==> config.mk <==
export PLATFORM = sky130hd
export DESIGN_NAME = mvna_front_flat
export DESIGN_NICKNAME = d
export VERILOG_FILES = /design/src/hdl/mvna_pkg.sv /design/src/hdl/mvna_ifs.sv /design/src/hdl/mvna_front.sv /design/src/flat_wrapper.sv
export SDC_FILE = /design/constraint.sdc
export NUM_CORES = 1
export LEC_CHECK = 0
export BUFFER_PORTS_ARGS = -buffer_cell sky130_fd_sc_hd__buf_2
export CELL_PAD_IN_SITES_DETAIL_PLACEMENT = 0
export CELL_PAD_IN_SITES_GLOBAL_PLACEMENT = 1
export CORE_MARGIN = 2
export CORE_UTILIZATION = 50
export DETAILED_ROUTE_END_ITERATION = 10
export PLACE_DENSITY_LB_ADDON = 0.1
export RECOVER_POWER = 25
export SKIP_CTS_REPAIR_TIMING = 1
export SYNTH_ARGS = -nofsm -noshare
export SYNTH_HDL_FRONTEND = slang
export SYNTH_SLANG_ARGS = --single-unit
==> constraint.sdc <==
create_clock -name clk -period 4.8 [get_ports clk]
set_clock_uncertainty 0.2 [all_clocks]
set_input_delay 0.96 -clock clk [delete_from_list [all_inputs] [get_ports clk]]
set_output_delay 0.96 -clock clk [all_outputs]
set_load 0.03 [all_outputs]
==> src/hdl/mvna_pkg.sv <==
`default_nettype none
package mvna_pkg;

	localparam int VIDX_W = 10;
	localparam int NUM_VERT = 1024;
	localparam int COORD_W = 20;
	localparam int SUM_W = 24;
	localparam int CNT_W = 8;
	localparam int NRM_W = 16;
	localparam int DIFF_W = COORD_W + 1;
	localparam int CROSS_W = 44;
	localparam int SQ_W = 62;
	localparam int LEN_W = 31;
	localparam int DIV_NUM_W = 24;
	localparam int DIV_STEP_W = 5;
	localparam int FQ_DEPTH = 4;
	localparam int FQ_AW = 2;

	localparam logic [CNT_W-1:0] MAX_DEGREE = 8'd255;

	localparam logic [1:0] KIND_LOAD = 2'd0;
	localparam logic [1:0] KIND_TRI = 2'd1;
	localparam logic [1:0] KIND_READ = 2'd2;

	typedef logic [0:2][COORD_W-1:0] pos_t;
	typedef logic [0:2][VIDX_W-1:0] corners_t;

	typedef struct packed {
		logic [0:2][SUM_W-1:0] sum;
		logic [CNT_W-1:0] cnt;
	} acc_t;

	localparam int POS_W = $bits(pos_t);
	localparam int ACC_W = $bits(acc_t);

	typedef struct packed {
		logic [1:0] kind;
		logic [VIDX_W-1:0] vidx;
		pos_t pos;
		corners_t corner;
	} cmd_t;

	typedef struct packed {
		logic valid;
		cmd_t cmd;
	} fq_head_t;

	typedef struct packed {
		logic pop;
		logic clearing;
	} bk_stat_t;

	typedef struct packed {
		logic start;
		logic [LEN_W-1:0] rem;
		logic [DIV_NUM_W-1:0] num;
		logic [DIV_STEP_W-1:0] steps;
		logic [LEN_W-1:0] den;
	} div_req_t;

	typedef struct packed {
		logic done;
		logic [DIV_NUM_W-1:0] quo;
	} div_rsp_t;

endpackage
`default_nettype wire

==> src/hdl/mvna_ifs.sv <==
`default_nettype none
interface mvna_item_if;
	logic valid;
	logic ready;
	logic [1:0] kind;
	logic [mvna_pkg::VIDX_W-1:0] vertex_index;
	logic signed [mvna_pkg::COORD_W-1:0] coord_x;
	logic signed [mvna_pkg::COORD_W-1:0] coord_y;
	logic signed [mvna_pkg::COORD_W-1:0] coord_z;
	logic [mvna_pkg::VIDX_W-1:0] corner_a;
	logic [mvna_pkg::VIDX_W-1:0] corner_b;
	logic [mvna_pkg::VIDX_W-1:0] corner_c;

	modport source(output valid, kind, vertex_index, coord_x, coord_y, coord_z,
		corner_a, corner_b, corner_c, input ready);
	modport sink(input valid, kind, vertex_index, coord_x, coord_y, coord_z,
		corner_a, corner_b, corner_c, output ready);
endinterface

`default_nettype wire

==> src/hdl/mvna_front.sv <==
`default_nettype none
module mvna_front (
	input  logic clk,
	input  logic arst_n,
	mvna_item_if.sink items,
	input  mvna_pkg::bk_stat_t stat,
	output mvna_pkg::fq_head_t head
);
	import mvna_pkg::*;

	cmd_t mem_q [FQ_DEPTH];
	logic [FQ_AW-1:0] wr_q;
	logic [FQ_AW-1:0] rd_q;
	logic [FQ_AW:0] cnt_q;
	logic xfer;
	logic push;

	assign items.ready = (cnt_q != (FQ_AW+1)'(FQ_DEPTH)) && !stat.clearing;
	assign xfer = items.valid && items.ready;
	// The unused kind is taken and dropped here; it never reaches the back end.
	assign push = xfer && (items.kind == KIND_LOAD || items.kind == KIND_TRI
		|| items.kind == KIND_READ);

	always_ff @(posedge clk or negedge arst_n) begin
		if (!arst_n) begin
			wr_q <= '0;
			rd_q <= '0;
			cnt_q <= '0;
		end else begin
			if (push) begin
				wr_q <= wr_q + 1'b1;
			end
			if (stat.pop) begin
				rd_q <= rd_q + 1'b1;
			end
			if (push && !stat.pop) begin
				cnt_q <= cnt_q + 1'b1;
			end else if (!push && stat.pop) begin
				cnt_q <= cnt_q - 1'b1;
			end
		end
	end

	always_ff @(posedge clk) begin
		if (push) begin
			mem_q[wr_q] <= '{kind: items.kind, vidx: items.vertex_index,
				pos: {items.coord_x, items.coord_y, items.coord_z},
				corner: {items.corner_a, items.corner_b, items.corner_c}};
		end
	end

	assign head.valid = cnt_q != '0;
	assign head.cmd = mem_q[rd_q];
endmodule
`default_nettype wire

==> src/flat_wrapper.sv <==
// flat-port wrapper written by rule: the top's interface ports become plain ports
module mvna_front_flat import mvna_pkg::*;
  (clk, arst_n, stat, head, items_valid, items_kind, items_vertex_index, items_coord_x, items_coord_y, items_coord_z, items_corner_a, items_corner_b, items_corner_c, items_ready);
  mvna_item_if items_i ();
  input  logic clk;
  input  logic arst_n;
  input  mvna_pkg::bk_stat_t stat;
  output mvna_pkg::fq_head_t head;
  input wire logic [$bits(items_i.valid)-1:0] items_valid;
  input wire logic [$bits(items_i.kind)-1:0] items_kind;
  input wire logic [$bits(items_i.vertex_index)-1:0] items_vertex_index;
  input wire logic [$bits(items_i.coord_x)-1:0] items_coord_x;
  input wire logic [$bits(items_i.coord_y)-1:0] items_coord_y;
  input wire logic [$bits(items_i.coord_z)-1:0] items_coord_z;
  input wire logic [$bits(items_i.corner_a)-1:0] items_corner_a;
  input wire logic [$bits(items_i.corner_b)-1:0] items_corner_b;
  input wire logic [$bits(items_i.corner_c)-1:0] items_corner_c;
  output wire logic [$bits(items_i.ready)-1:0] items_ready;
  assign items_i.valid = items_valid;
  assign items_i.kind = items_kind;
  assign items_i.vertex_index = items_vertex_index;
  assign items_i.coord_x = items_coord_x;
  assign items_i.coord_y = items_coord_y;
  assign items_i.coord_z = items_coord_z;
  assign items_i.corner_a = items_corner_a;
  assign items_i.corner_b = items_corner_b;
  assign items_i.corner_c = items_corner_c;
  assign items_ready = items_i.ready;
  mvna_front u_core (.clk(clk), .arst_n(arst_n), .items(items_i), .stat(stat), .head(head));
endmodule
# [After elaboration in Yosys (flattened, before gate mapping)]
# Memories as Yosys holds them, arrays and structs flattened.
# Cells that the tools add are included.
[word_totals] register_bits=7 ram_bits=408 inputBits=107 out_inout_bits=104 wordCells=28 n_memories=1
[mem_list] name="u_core.mem_q" depth=4 width=102 read_ports=1 rd_clocked_by_memory_dff=0 write_ports=1 line_no="mvna_front.sv:11" rtl="cmd_t mem_q [FQ_DEPTH];"
[classes] addsub=4 n_eq_ne=3 n_mux=4 reduce_logical=13
[ops] cell="2-to-1 mux 3 bit" n=2
[ops] cell="logical AND 1 bit" n=5
[ops] cell="adder 2 x 1 -> 2 bit (second input constant)" n=2
[ops] cell="adder 3 x 1 -> 3 bit (second input constant)" n=1
[ops] cell="logical NOT 1 bit" n=3
[ops] cell="!= test 3 bit (second input constant)" n=1
[ops] cell="nonzero test 3 bit" n=1
[ops] cell="subtractor 3 x 1 -> 3 bit (second input constant)" n=1
[ops] cell="equality test 2 x 1 -> 1 bit (second input constant)" n=1
[ops] cell="equality test 2 bit (second input constant)" n=1
[ops] cell="logical NOT 2 bit" n=1
[ops] cell="logical OR 1 bit" n=2
[ops] cell="2-to-1 mux 1 bit" n=2
[ops] cell="nonzero test 2 bit" n=1

# [Longest topological paths before layout]
[depth] depth_word=8 depth_mapped=8

# [Worst setup path after synthesis]
# Ideal clock, no wire load.
[synth_timing] kind="input port to flip-flop" from="input port items_valid" to="memory u_core.mem_q[2][0] in the netlist's numbering (enable)" arrival_time_ns=3.905 t_required_ns=4.128 slack_ns=0.223 path_stages=3 n_path_buf=0 cell_sequence="a21bo_2 -> a211oi_4 -> and2_1"
[synth_between] elab_chain_len=4
[synth_rtl] element="start, declared" line_no="flat_wrapper.sv:9" rtl="input wire logic [$bits(items_i.valid)-1:0] items_valid;"
[synth_rtl] element="logical AND 1 bit" line_no="mvna_front.sv:19" rtl="assign xfer = items.valid && items.ready;"
[synth_rtl] element="logical AND 1 bit" line_no="mvna_front.sv:21" rtl="assign push = xfer && (items.kind == KIND_LOAD || items.kind == KIND_TRI"
[synth_rtl] element="named net u_core.push" line_no="mvna_front.sv:16" rtl="logic push;"
[synth_rtl] element="2-to-1 mux 1 bit" line_no="mvna_front.sv:45" rtl="if (push) begin"
[synth_rtl] element="2-to-1 mux 1 bit (not written as such)" line_no="mvna_front.sv:46" rtl="mem_q[wr_q] <= '{kind: items.kind, vidx: items.vertex_index,"
[synth_rtl] element="end, declared" line_no="mvna_front.sv:11"
# The timed path passes the listed nets, and every way through them passes these cells.

==> results_dict.tcl <==
set metrics [dict create \
    outcome "finished, final reports clean" \
    seq_area_frac_synth_pct 81.74 \
    cts_root_buf "clkbuf_16" \
    hpwl_mm 16.56 \
    clk-insertion-delay-late_ns 0.52 \
    synth_xor_area_share_pct 0.3457 \
    period_minus_slack_ns 3.805 \
    drive_gt1_share_pct 38.33 \
    drt_iter0_drc 581 \
    final_cells 1234 \
    synth-compound-area-share_pct 0.2305 \
    syn_area_mm2 0.01520 \
    io_pins 211 \
    r2r-end "u_core.mem_q[3][34]$_DFFE_PP_" \
    worst-r2r-setup-slack_ns 2.09 \
    path_cells "buf_12, mux4_2, buf_2" \
    worst_pin_slew_ns 0.8086 \
    grt_start_max_net_pins 61 \
    die_x_um 178.4 \
    final.setup.tns_ns 0 \
    grt_pass1_vias 7450 \
    slowest_delay_ns 0.86 \
    ant_nets 0 \
    final_cell_mix "408 x edfxtp_1, 144 x buf_2, 102 x mux4_2" \
    grt_use_total_pct 17.87 \
    critPathLaunchType "register" \
    timing.max_cap.violations 0 \
    synth_largest_area_cell "edfxtp_1" \
    worst_setup_path_end_kind "output pin" \
    tritoncts "yes" \
    total_leakage_power_uw 0.005912 \
    irDropWorstVdd_mv 0.3316 \
    layout_commonest_cell "edfxtp_1" \
    num_rows 63 \
    core_area_mm2 0.02980 \
    cts-buffers-inserted 41 \
    antenna_found_initial 4 \
    dp_cells 1155 \
    maxSlewHeadroom_pct 46.09 \
    synthMuxAreaShare_pct 15.26 \
    final_net_count 921 \
    first_pass_iters 4 \
    avgSynthCellArea_um2 26.72 \
    r2r_start "u_core.cnt_q[0]$_DFFE_PN0P_" \
    syn2layout_area_growth_pct 17.95 \
    path_class "reg2out" \
    clkTransAtPathRegs_ns 0.06 \
    cts.sinks 415 \
    vias 6732 \
    yosysWarnings 0 \
    syn_inst 569 \
    netlist_top_cells_area "edfxtp_1 81%, mux4_2 15%, dfrtp_1 1.2%" \
    synth_top_family_by_area "multiplexers" \
    routedWlPerCell_um 22.53 \
    setup-violations-final 0 \
    synth_adder_area_share_pct 0.5432 \
    fp.dieH_um 178.4 \
    cts_buffer_depth 3 \
    die_area_mm2 0.03181 \
    timing.fmax_mhz 262.8 \
    cp_max_fo 44 \
    start_util_pct 51.02 \
    htreeDepth 2 \
    fin_crit_sh_pct 79.27 \
    arrival_ns 2.64 \
    synth_nets 682 \
    reg2reg_depth 4 \
    ys_ff_latch 415 \
    io_buffers 210 \
    hold_viol 0 \
    drc 0 \
    synth_cell_types 22 \
    slew_viol_final 0 \
    routed_wl_mm 27.80 \
    hp-class "in2async" \
    power_density_mw_per_mm2 610.4 \
    grt_pass1_wl_mm 42.06 \
    rsz0062_at_grt "false" \
    overflow 0 \
    synth_top_cell_area_share_pct 80.59 \
    crit_required_ns 3.64 \
    gp_congestion 0.7167 \
    yosys.area_share.simple_pct 0.2798 \
    via_per_inst 5.455 \
    critical_path.slowest_cell "dfrtp_4" \
]
power breakdown:
group	switching (µW)	internal (µW)	total, µW
Combinational	2000	1260	3260
Sequential	259	4320	4580
Clock	1260	1850	3110
per-layer routing:
layer  global-route usage [%]  up-vias  share of wire, %
met5                        0        -             0.058
met4                    5.725        2               2.4
met3                    4.113       45               6.6
met2                    29.50      218                50
met1                    23.87     3522                41
li1                         -     2945                 -
worst max-delay path, delay by kind of cell, from the launching register on:
| family | cells | cell delay [ns] |
|---|---|---|
| flip-flops | 1 | 0.86 |
| buffers and inverters | 2 | 0.61 |
| multiplexers | 1 | 0.60 |
flip-flops by register name, indices dropped and copies added (netlist names):
name / cells
u_core.cnt_q: 3
u_core.mem_q: 408
u_core.rd_q: 2
u_core.wr_q: 2
worst max path at each step:
stage                                from                             to  slack, ns  cells after the start
6_report       u_core.rd_q[0]$_DFFE_PN0P_                       head[96]        1.0                      3
2_1_floorplan                 items_valid   u_core.mem_q[2][0]$_DFFE_PP_       0.22                      3
3_5_place_dp                items_kind[0]  u_core.mem_q[2][14]$_DFFE_PP_       1.30                      5
3_3_place_gp                items_kind[0]  u_core.mem_q[2][14]$_DFFE_PP_       1.38                      5
4_1_cts        u_core.rd_q[0]$_DFFE_PN0P_                       head[77]       0.88                      3
5_1_grt        u_core.rd_q[0]$_DFFE_PN0P_                       head[96]       0.81                      3
synthesized netlist by cell type, drive strengths merged:
| master | instances |
|---|---|
| a211oi | 1 |
| a21bo | 1 |
| a21oi | 1 |
| and2 | 4 |
| buf | 23 |
| dfrtp | 7 |
| edfxtp | 408 |
| fa | 1 |
| ha | 5 |
| inv | 4 |
| mux2 | 2 |
| mux4 | 102 |
| nand2 | 1 |
| nor2 | 2 |
| or3 | 1 |
| xnor2 | 3 |
| xor2 | 3 |
through the flow:
| stage | cell area (µm²) | worst slack [ns] | power, µW | hold WS (ns) | utilization, % |
|---|---|---|---|---|---|
| 2_1_floorplan | 15200 | 0.2227 | 7163 | 0.3161 | - |
| 3_3_place_gp | 16690 | 1.382 | 7973 | 0.3373 | 56.00 |
| 3_5_place_dp | 16690 | 1.298 | 8014 | 0.3469 | 56.00 |
| 4_1_cts | 18000 | 0.8791 | 11130 | 0.03566 | 60.42 |
| 5_1_grt | 17920 | 0.8119 | 11410 | 0.1517 | 60.15 |
| 6_report | 17930 | 0.9953 | 10950 | 0.1237 | 60.18 |
cell type report:
type / instances / area [µm²]
Clock inverter: 23 / 207.7
Sequential cell: 415 / 12430
Inverter: 4 / 15.01
Timing Repair Buffer: 219 / 1124
Antenna cell: 4 / 10.01
Multi-Input combinational cell: 127 / 2542
Clock buffer: 52 / 1110
Fill cell: 2194 / 11870
Tap cell: 390 / 488.0
cell families after synthesis:
logic type	count (synthesis)
DFF	415
muxes	104
AOI/OAI and AO/OA	3
and+or+nand+nor	8
xor gates and xnor gates	6
buffers and inverters	27
adders and majority gates	6
Note: power is estimated with default switching activity, not from simulation.
